File: src/hw/rtl/cqu_pkg.sv
// Package for the circular queue with update.
// Holds word and code types, operation and status codes, and the default depth.
// No dependencies.
package cqu_pkg;

  localparam int WORD_W        = 32;
  localparam int DEPTH_DEFAULT = 8;

  typedef logic [1:0]        kind_t;
  typedef logic [1:0]        status_t;
  typedef logic [2:0]        slot_t;
  typedef logic [WORD_W-1:0] word_t;

  // Operation codes carried by a request transaction.
  localparam kind_t KIND_INSERT = 2'd0;
  localparam kind_t KIND_REMOVE = 2'd1;
  localparam kind_t KIND_MODIFY = 2'd2;
  localparam kind_t KIND_READ   = 2'd3;

  // Status codes carried by a response transaction.
  localparam status_t STATUS_OK       = 2'd0;
  localparam status_t STATUS_FULL     = 2'd1;
  localparam status_t STATUS_EMPTY    = 2'd2;
  localparam status_t STATUS_NOTFOUND = 2'd3;

endpackage

File: src/hw/rtl/cqu_if.sv
// Valid/ready channel interfaces for the request and response sides.
// Depends on cqu_pkg for the payload types.
interface cqu_req_if
  import cqu_pkg::*;
();
  logic               valid;
  logic               ready;
  kind_t              kind;
  logic signed [31:0] value;
  logic signed [31:0] new_value;
  slot_t              slot_index;

  modport source (output valid, kind, value, new_value, slot_index, input ready);
  modport sink   (input valid, kind, value, new_value, slot_index, output ready);
endinterface

interface cqu_rsp_if
  import cqu_pkg::*;
();
  logic               valid;
  logic               ready;
  status_t            status;
  logic signed [31:0] data;

  modport source (output valid, status, data, input ready);
  modport sink   (input valid, status, data, output ready);
endinterface

File: src/hw/rtl/cqu_ram.sv
// Generic single-clock RAM with one write port and one registered read port.
// No dependencies.
module cqu_ram #(
  parameter int WIDTH = 32,
  parameter int DEPTH = 8
) (
  input  logic                     clk,
  input  logic                     we,
  input  logic [$clog2(DEPTH)-1:0] waddr,
  input  logic [WIDTH-1:0]         wdata,
  input  logic [$clog2(DEPTH)-1:0] raddr,
  output logic [WIDTH-1:0]         rdata
);

  logic [WIDTH-1:0] mem [DEPTH];

  // Write, then registered read: data appears in the cycle after the address.
  always_ff @(posedge clk) begin
    if (we) begin
      mem[waddr] <= wdata;
    end
    rdata <= mem[raddr];
  end

endmodule

File: src/hw/rtl/circular_queue_with_update.sv
// Ring-buffer queue of DEPTH signed 32-bit words held in one RAM. After reset the
// block sweeps the RAM to zero, one entry a cycle, and takes no request until the
// sweep is done. Every request gives exactly one response. Insert, a read beyond
// the depth and every refused operation go straight to the result step; remove
// and read slot first pass through the fetch step for the registered RAM read;
// modify scans from slot zero, one slot a cycle through the single RAM read port,
// until the first match or the last slot. A new request is taken as soon as the
// previous one has reached the response register, even if that response is
// still waiting to be taken.
// Depends on cqu_pkg, cqu_if and cqu_ram.
module circular_queue_with_update
  import cqu_pkg::*;
#(
  parameter int DEPTH = DEPTH_DEFAULT
) (
  input logic   clk,
  input logic   rst,
  cqu_req_if.sink   req,
  cqu_rsp_if.source rsp
);

  localparam int          PW      = $clog2(DEPTH);
  localparam logic [PW-1:0] LAST  = PW'(DEPTH - 1);
  localparam logic [31:0] DEPTH_W = 32'(DEPTH);

  localparam logic [2:0] ST_CLEAR  = 3'd0;
  localparam logic [2:0] ST_IDLE   = 3'd1;
  localparam logic [2:0] ST_FETCH  = 3'd2;
  localparam logic [2:0] ST_SCAN   = 3'd3;
  localparam logic [2:0] ST_RESULT = 3'd4;

  logic [2:0]    state, state_next;
  logic [PW-1:0] head, head_next;
  logic [PW-1:0] tail, tail_next;
  logic          is_empty, is_empty_next;
  logic [PW-1:0] clr, clr_next;
  logic [PW-1:0] sc, sc_next;
  kind_t         op, op_next;
  word_t         match, match_next;
  word_t         repl, repl_next;
  status_t       res_status, res_status_next;
  word_t         res_data, res_data_next;
  logic          out_valid;
  status_t       out_status;
  word_t         out_data;
  logic          load_out;

  logic          we;
  logic [PW-1:0] waddr;
  word_t         wdata;
  logic [PW-1:0] raddr;
  word_t         rdata;

  logic          accept;
  logic          full;
  logic          in_range;
  logic [PW-1:0] head_inc;
  logic [PW-1:0] tail_inc;

  cqu_ram #(
    .WIDTH (WORD_W),
    .DEPTH (DEPTH)
  ) u_ram (
    .clk   (clk),
    .we    (we),
    .waddr (waddr),
    .wdata (wdata),
    .raddr (raddr),
    .rdata (rdata)
  );

  // Handshake and queue status.
  assign req.ready = (state == ST_IDLE);
  assign accept    = req.valid && req.ready;
  assign full      = !is_empty && (head == tail);
  assign in_range  = (32'(req.slot_index) < DEPTH_W);
  assign head_inc  = (head == LAST) ? '0 : head + PW'(1);
  assign tail_inc  = (tail == LAST) ? '0 : tail + PW'(1);

  // Sequencer: decode the transaction, drive the RAM ports, update pointers.
  always_comb begin
    state_next      = state;
    head_next       = head;
    tail_next       = tail;
    is_empty_next   = is_empty;
    clr_next        = clr;
    sc_next         = sc;
    op_next         = op;
    match_next      = match;
    repl_next       = repl;
    res_status_next = res_status;
    res_data_next   = res_data;
    load_out        = 1'b0;
    we              = 1'b0;
    waddr           = '0;
    wdata           = '0;
    raddr           = '0;

    unique case (state)
      ST_CLEAR: begin
        we    = 1'b1;
        waddr = clr;
        if (clr == LAST) begin
          state_next = ST_IDLE;
        end else begin
          clr_next = clr + PW'(1);
        end
      end

      ST_IDLE: begin
        if (accept) begin
          op_next         = req.kind;
          match_next      = req.value;
          repl_next       = req.new_value;
          res_status_next = STATUS_OK;
          res_data_next   = '0;
          state_next      = ST_RESULT;
          unique case (req.kind)
            KIND_INSERT: begin
              if (full) begin
                res_status_next = STATUS_FULL;
              end else begin
                we            = 1'b1;
                waddr         = tail;
                wdata         = req.value;
                tail_next     = tail_inc;
                is_empty_next = 1'b0;
              end
            end
            KIND_REMOVE: begin
              if (is_empty) begin
                res_status_next = STATUS_EMPTY;
              end else begin
                raddr      = head;
                state_next = ST_FETCH;
              end
            end
            KIND_MODIFY: begin
              if (is_empty) begin
                res_status_next = STATUS_EMPTY;
              end else begin
                raddr      = '0;
                sc_next    = '0;
                state_next = ST_SCAN;
              end
            end
            KIND_READ: begin
              // A slot beyond the depth reads as zero.
              if (in_range) begin
                raddr      = PW'(req.slot_index);
                state_next = ST_FETCH;
              end
            end
            default: begin
              state_next = ST_RESULT;
            end
          endcase
        end
      end

      ST_FETCH: begin
        res_data_next = rdata;
        state_next    = ST_RESULT;
        // A remove clears the head slot; draining the queue rewinds both pointers.
        if (op == KIND_REMOVE) begin
          we    = 1'b1;
          waddr = head;
          if (head_inc == tail) begin
            is_empty_next = 1'b1;
            head_next     = '0;
            tail_next     = '0;
          end else begin
            head_next = head_inc;
          end
        end
      end

      ST_SCAN: begin
        // rdata holds slot sc; stop at the first equal word.
        if (rdata == match) begin
          we              = 1'b1;
          waddr           = sc;
          wdata           = repl;
          res_status_next = STATUS_OK;
          state_next      = ST_RESULT;
        end else if (sc == LAST) begin
          res_status_next = STATUS_NOTFOUND;
          state_next      = ST_RESULT;
        end else begin
          sc_next = sc + PW'(1);
          raddr   = sc + PW'(1);
        end
      end

      ST_RESULT: begin
        if (!out_valid || rsp.ready) begin
          load_out   = 1'b1;
          state_next = ST_IDLE;
        end
      end

      default: begin
        state_next = ST_CLEAR;
      end
    endcase
  end

  // Control registers.
  always_ff @(posedge clk) begin
    if (rst) begin
      state    <= ST_CLEAR;
      head     <= '0;
      tail     <= '0;
      is_empty <= 1'b1;
      clr      <= '0;
      sc       <= '0;
    end else begin
      state    <= state_next;
      head     <= head_next;
      tail     <= tail_next;
      is_empty <= is_empty_next;
      clr      <= clr_next;
      sc       <= sc_next;
    end
  end

  // Transaction payload held while the operation runs.
  always_ff @(posedge clk) begin
    op         <= op_next;
    match      <= match_next;
    repl       <= repl_next;
    res_status <= res_status_next;
    res_data   <= res_data_next;
  end

  // Response register: decouples the response side from the sequencer.
  always_ff @(posedge clk) begin
    if (rst) begin
      out_valid <= 1'b0;
    end else if (load_out) begin
      out_valid <= 1'b1;
    end else if (rsp.ready) begin
      out_valid <= 1'b0;
    end
  end

  always_ff @(posedge clk) begin
    if (load_out) begin
      out_status <= res_status;
      out_data   <= res_data;
    end
  end

  assign rsp.valid  = out_valid;
  assign rsp.status = out_status;
  assign rsp.data   = out_data;

  // An empty queue always has both pointers rewound to slot zero.
  a_empty_rewound: assert property (@(posedge clk) disable iff (rst)
    is_empty |-> (head == '0) && (tail == '0))
    else $error("empty queue with pointers away from slot zero");

  // The modify scan never addresses a slot beyond the depth.
  a_scan_bound: assert property (@(posedge clk) disable iff (rst)
    (state == ST_SCAN) |-> (32'(sc) < DEPTH_W))
    else $error("scan address beyond depth");

  // A remove only reaches the fetch step on a non-empty queue.
  a_remove_nonempty: assert property (@(posedge clk) disable iff (rst)
    (state == ST_FETCH) && (op == KIND_REMOVE) |-> !is_empty)
    else $error("remove fetch on an empty queue");

endmodule
File: src/flat_wrapper.sv
// flat-port wrapper written by rule: the top's interface ports become plain ports
module circular_queue_with_update_flat import cqu_pkg::*;
#(
  parameter int DEPTH = DEPTH_DEFAULT
)
  (clk, rst, req_valid, req_kind, req_value, req_new_value, req_slot_index, req_ready, rsp_valid, rsp_status, rsp_data, rsp_ready);
  cqu_req_if req_i ();
  cqu_rsp_if rsp_i ();
  input logic clk;
  input logic rst;
  input wire logic [$bits(req_i.valid)-1:0] req_valid;
  input wire logic [$bits(req_i.kind)-1:0] req_kind;
  input wire logic [$bits(req_i.value)-1:0] req_value;
  input wire logic [$bits(req_i.new_value)-1:0] req_new_value;
  input wire logic [$bits(req_i.slot_index)-1:0] req_slot_index;
  output wire logic [$bits(req_i.ready)-1:0] req_ready;
  output wire logic [$bits(rsp_i.valid)-1:0] rsp_valid;
  output wire logic [$bits(rsp_i.status)-1:0] rsp_status;
  output wire logic [$bits(rsp_i.data)-1:0] rsp_data;
  input wire logic [$bits(rsp_i.ready)-1:0] rsp_ready;
  assign req_i.valid = req_valid;
  assign req_i.kind = req_kind;
  assign req_i.value = req_value;
  assign req_i.new_value = req_new_value;
  assign req_i.slot_index = req_slot_index;
  assign req_ready = req_i.ready;
  assign rsp_valid = rsp_i.valid;
  assign rsp_status = rsp_i.status;
  assign rsp_data = rsp_i.data;
  assign rsp_i.ready = rsp_ready;
  circular_queue_with_update #(.DEPTH(DEPTH)) u_core (.clk(clk), .rst(rst), .req(req_i), .rsp(rsp_i));
endmodule
File: config.mk
export PLATFORM = sky130hd
export DESIGN_NAME = circular_queue_with_update_flat
export DESIGN_NICKNAME = d
export VERILOG_FILES = /design/src/hw/rtl/cqu_pkg.sv /design/src/hw/rtl/cqu_if.sv /design/src/hw/rtl/cqu_ram.sv /design/src/hw/rtl/circular_queue_with_update.sv /design/src/flat_wrapper.sv
export SDC_FILE = /design/constraint.sdc
export NUM_CORES = 1
export LEC_CHECK = 0
export BUFFER_PORTS_ARGS = -buffer_cell sky130_fd_sc_hd__buf_2
export CORE_MARGIN = 3
export CORE_UTILIZATION = 54
export DETAILED_ROUTE_END_ITERATION = 10
export GPL_ROUTABILITY_DRIVEN = 0
export PLACE_DENSITY = 0.81
export SETUP_SLACK_MARGIN = 0.5
export SYNTH_ARGS = -nofsm -noshare
export SYNTH_HDL_FRONTEND = slang
export SYNTH_HIERARCHICAL = 1
export SYNTH_SLANG_ARGS = --single-unit
File: constraint.sdc
create_clock -name clk -period 6.1 [get_ports clk]
set_input_delay 0.915 -clock clk [delete_from_list [all_inputs] [get_ports clk]]
set_output_delay 0.915 -clock clk [all_outputs]
set_load 0.1 [all_outputs]
# == Word-level counts from Yosys, hierarchy flattened ==
# Memory sizes are Yosys's and may differ from the RTL's. A register that Yosys moved wholly into a read port is not among the register bits.
# Cells that the tools add are included.
# word_totals
ff_bits,151
latchBits,0
mem_bits_rw,256
romBits,0
wordCells,134
mem_count,1
# classes
add_sub_neg,4
multipliers,0
n_div,0
order_cmp,0
eq_ne,27
n_shift,0
muxes,68
bitwise,1
reduce_logical,19
# memory_table
name,depth,word_bits,read_ports,rd_clocked_by_memory_dff,wr,line_no,text
u_core.u_ram.mem,8,32,1,1,1,cqu_ram.sv:15,logic [WIDTH-1:0] mem [DEPTH];
# ops
cell,count
$mux 32,5
$pmux 32 s2,2
$mux 3,29
$eq 32x32->1,1
$pmux 3 s2,4
$mux 1,17
$eq 3x3->1 const B,5
$pmux 3 s5,1
$ne 2x2->1 const B,7
$add 3x1->3 const B,4
$pmux 3 s4,1
$reduce_and 6->1,2
$pmux 3 s3,1
$mux 2,4
$ne 2x1->1 const B,4
$pmux 2 s2,2
$reduce_and 2->1,4
$eq 3x2->1 const B,2
$eq 3x3->1,2
$reduce_bool 2->1,3
$eq 2x1->1 const B,2
$eq 2x2->1 const B,2
$pmux 1 s4,1
$reduce_and 4->1,1
11 further kinds,13

# == Logic depth before layout (Yosys ltp) ==
# logic_depth
depth_word,8
mapped_depth,11
mapped_depth_nobuf,9

# == By module ==
# The synthesis kept the hierarchy.
# modules_own_cells
module,n_inst,cells_each,area_per_inst_um2,seq_area_each_um2
cqu_ram,1,415,10466.3,8328.0
circular_queue_with_update,1,411,6247.2,4364.2

# == Worst setup path after synthesis ==
# No wires, ideal clock.
# synth_timing
kind,register to register
from,reg u_core.state[2]
to,"mem u_core.u_ram.mem[4][0], enable pin"
setup_ns,0.461
arrival_ns,6.711
required_time_ns,5.639
slack_ns,-1.072
path_stages_with_launch,11
n_path_buf,1
synth_period_minus_slack_ns,7.172
path_cell_list,dfxtp_1 buf_6 nand2b_1 nor2_1 nand2_1 inv_1 nand2_1 nor2_1 a221o_2 nand2_1 nor3_1
# synth_via
elab_cells_between_ends,11
# synth_lines
item,line_no,text
"start, declared",circular_queue_with_update.sv:32,"logic [2:0] state, state_next;"
"start signal, assigned",circular_queue_with_update.sv:218,state <= state_next;
$eq 3x1->1 *,circular_queue_with_update.sv:73,assign req.ready = (state == ST_IDLE);
via req_ready,flat_wrapper.sv:16,output wire logic [$bits(req_i.ready)-1:0] req_ready;
$logic_and 1x1->1,circular_queue_with_update.sv:74,assign accept = req.valid && req.ready;
$mux 3,circular_queue_with_update.sv:111,if (accept) begin
$pmux 3 s4 *,circular_queue_with_update.sv:99,unique case (state)
via u_core.waddr[2],circular_queue_with_update.sv:49,logic [PW-1:0] waddr;
"end, declared",cqu_ram.sv:15,
# The timed path passes the listed nets; every way through them passes the cells marked *.

# == Worst setup path after layout ==
# layout_timing
from,reg u_core.match[16]
to,reg u_core.u_ram.rdata[25] (read register of u_core.u_ram.mem)
# layout_via
elab_chain_cells,3
# layout_rtl
item,line_no,text
"start, declared",circular_queue_with_update.sv:39,"word_t match, match_next;"
"start signal, assigned",circular_queue_with_update.sv:230,match <= match_next;
$eq 32x32->1,circular_queue_with_update.sv:180,if (rdata == match) begin
$mux 3,circular_queue_with_update.sv:180,
$pmux 3 s2,circular_queue_with_update.sv:99,
via u_core.raddr[0],circular_queue_with_update.sv:51,logic [PW-1:0] raddr;
"end, declared",cqu_ram.sv:12,output logic [WIDTH-1:0] rdata
# The timed path passes the listed nets, and every way through them passes these cells.
# A chain may end at the register's enable or synchronous reset.

==> metrics.txt <==
f_max 241 MHz; leakage power figure 6.95 nW; number of antenna violations at the first check in global routing 0; max_slew headroom 22.5%; 1st-pass router iterations 5; data required time of the critical path 6.51 ns; crit path launch type flop; Std-Cell Rows 63; setup TNS 0 ns; post-CTS repair timing setup buffer count 0; starting utilization of the core area 55.7%; most instantiated library cell after synthesis edfxtp_1; area of the core 30,000 sq um; max-cap violations 0; overall fraction of global-route tracks in use 20.8%; Critical Path Sink Type flop; peak ir drop on the vdd network 0.243 mV; Clock Sinks 439; #FFs+latches synth 439; endpoints failing setup 0; Power, Total 0.00637 W; largest net degree at the start of global routing 68; buffers added on ports 108; wirelength, routed 34,300 microns; fraction of final layout cells sized beyond drive strength 1 27.9%; residual antenna-violating net count after detailed routing 0; Post-DP Area 17,800 sq um; Finished Core Util 64.0%; antenna diode count 0; outcome finished, final reports clean; post-detailed-route wirelength per cell 24.8 microns; maximum fanout encountered on the critical timing path 50; area overhead of the layout relative to synthesis 15.0%; most area-hungry cell type in the Yosys netlist edfxtp_1; fraction of synthesis flops using an asynchronous set or reset pin 0%; total congestion overflow after global routing 0; Met1 Routed Length 13,700 microns; highest metal layer used by the detailed router met4; arrival time at the worst endpoint 4.56 ns; clock period minus worst slack 4.15 ns; number of distinct library cell variants in the gate-level netlist after synthesis 49; delay of the slowest cell on the worst path 0.73 ns; top post-synthesis cells by count 390 x edfxtp_1, 49 x dfxtp_1, 40 x mux4_1; number of cells produced by synthesis 826; metal3 WL 2510 microns; total standard cell area after synthesis 16,700 sq um; Net Count, Synth 912; CP max-delay cell or4_1; dominant cells by area after synthesis edfxtp_1 70%, mux4_1 6.3%, dfxtp_1 5.9%, mux4_2 3.2%, mux2_2 2.2%; worst path bufs/invs 1; cell class contributing the biggest share of worst-path delay simple AND/OR/NAND/NOR gates; first-pass GRT wire length 52,100 microns; total of warnings raised by yosys 6; Final Hold Vio Count 0; buffer type at the clock tree root clkbuf_16; design area 19,200 sq um; horizontal die dimension 182 microns; clock latency at the later pin of the worst-skew pair 0.54 ns; Post-Route Skew 0.0224 ns; Post-Syn Area per Cell 20.2 sq um; number of flops mapped to enable cells by yosys 390; area of the die 33,100 sq um; clock transition at the register clock pins on the worst setup and hold paths after CTS 0.06 ns; net count of the finished layout 1,045; overall via count from detail_route 8,262; Num CTS Buffers 42; leading register cell type out of synthesis edfxtp_1; sequential share of the synthesized area 75.9%; # resized after CTS 0; number of global-route vias before repair 8,595; crit-path cells xnor2_1 -> nand4_1 -> or4_1 -> o21ai_0 -> o22ai_4 -> buf_4 -> mux4_1 -> mux2_2; Met2 Routed Length 17,200 microns; count of final max-slew check failures 0; overall die height 182 microns; portion of the clock cycle consumed by the worst path in the final layout 68.0%; drc violations 0; number of vias per cell after detailed routing 5.97; hold_buf cts 0; HPWL after detailed placement 19,400 microns; violation count after the first detailed-routing iteration 709; class of the worst hold path flop to flop; Least-Margin Pin Slew 1.15 ns; critical setup path kind flop to flop; ratio of total power to cell area 331 nW/um^2; H-tree level count 2; CTS tree done; num ports 109; unrepaired setup endpoints after global routing no; fraction of synthesized cell area taken by the top area cell type 70.1%; largest buffer count on any clock path 3
-- sequential cells by signal, indices dropped and copies added (netlist names), 3 cells and up --
register            flops
u_core/res_data        32
u_core/state            3
u_core/u_ram/mem      256
u_core/clr              3
u_core/match           32
u_core/sc               3
u_core/head             3
u_core/repl            32
u_core/tail             3
u_core/u_ram/rdata     32
u_core/rsp.data        32
-- where the power goes --
group / leakage, nW / switching (W) / internal (W)
clock: 0.706 / 0.00108 / 0.00162
combinational: 1.86 / 0.000144 / 0.000111
sequential: 4.38 / 0.0000446 / 0.00336
total: 6.95 / 0.00127 / 0.00509
-- per-stage QoR --
stage | hold WS (ns) | std cells | worst slack, ns
2_1_floorplan | 0.400 | 826 | 0.934
3_3_place_gp | 0.400 | 1305 | 1.89
3_5_place_dp | 0.405 | 1305 | 1.85
4_1_cts | 0.399 | 1383 | 1.97
5_1_grt | 0.416 | 1383 | 1.79
6_report | 0.405 | 1383 | 1.95
-- metal layers --
| metal | up-vias | track usage, % |
|---|---|---|
| met5 | - | 0 |
| met4 | 0 | 5.91 |
| met3 | 58 | 4.49 |
| met2 | 342 | 34.9 |
| met1 | 4228 | 28.0 |
| li1 | 3634 | - |
-- path summary, 6_finish.rpt --
path,startpoint,end,slack (ns),cells past startpoint
max,u_core/match[16]$_DFFE_PP_,u_core/u_ram/rdata[25]$_DFF_P_,1.95,8
min,u_core/res_data[22]$_SDFFCE_PN0P_,u_core/rsp.data[22]$_DFFE_PP_,0.41,0
max reg2reg,u_core/match[16]$_DFFE_PP_,u_core/u_ram/rdata[25]$_DFF_P_,1.95,8
min reg2reg,u_core/res_data[22]$_SDFFCE_PN0P_,u_core/rsp.data[22]$_DFFE_PP_,0.41,0
-- cells in the final DEF (no fill, tap or decap), drive strengths merged, types with 6 or more instances in the layout --
cell | netlist | layout
ha | 13 | 13
buf | 26 | 123
o21ai | 9 | 9
bufinv | 0 | 6
dfxtp | 49 | 49
nor2b | 6 | 6
clkinv | 0 | 10
clkbuf | 8 | 57
mux2 | 32 | 32
xnor2 | 35 | 35
mux4 | 64 | 64
a22oi | 6 | 6
a22o | 36 | 36
edfxtp | 390 | 390
and2 | 33 | 33
nor2 | 26 | 26
inv | 8 | 9
nand4 | 11 | 11
nor3 | 7 | 7
a21oi | 9 | 9
nand2 | 10 | 10
-- cell families after synthesis --
kind of cell               share of synthesized area (%)
DFF                                                 75.9
and+or+nand+nor                                     4.03
adders and majority gates                          0.973
buffers and inverters                               1.56
muxes                                               12.0
AOI/OAI and AO/OA                                   3.53
xor gates and xnor gates                            1.99
-- final cells by class --
type,instances,area (sq um)
multi-input cells,345,3870
flip-flops and latches,439,12700
well taps,390,488
clock inverters,21,287
inverters,8,33.8
clock buffers,57,1180
fillers,1990,10800
repair buffers,123,678
Note: power is estimated with default switching activity, not from simulation.
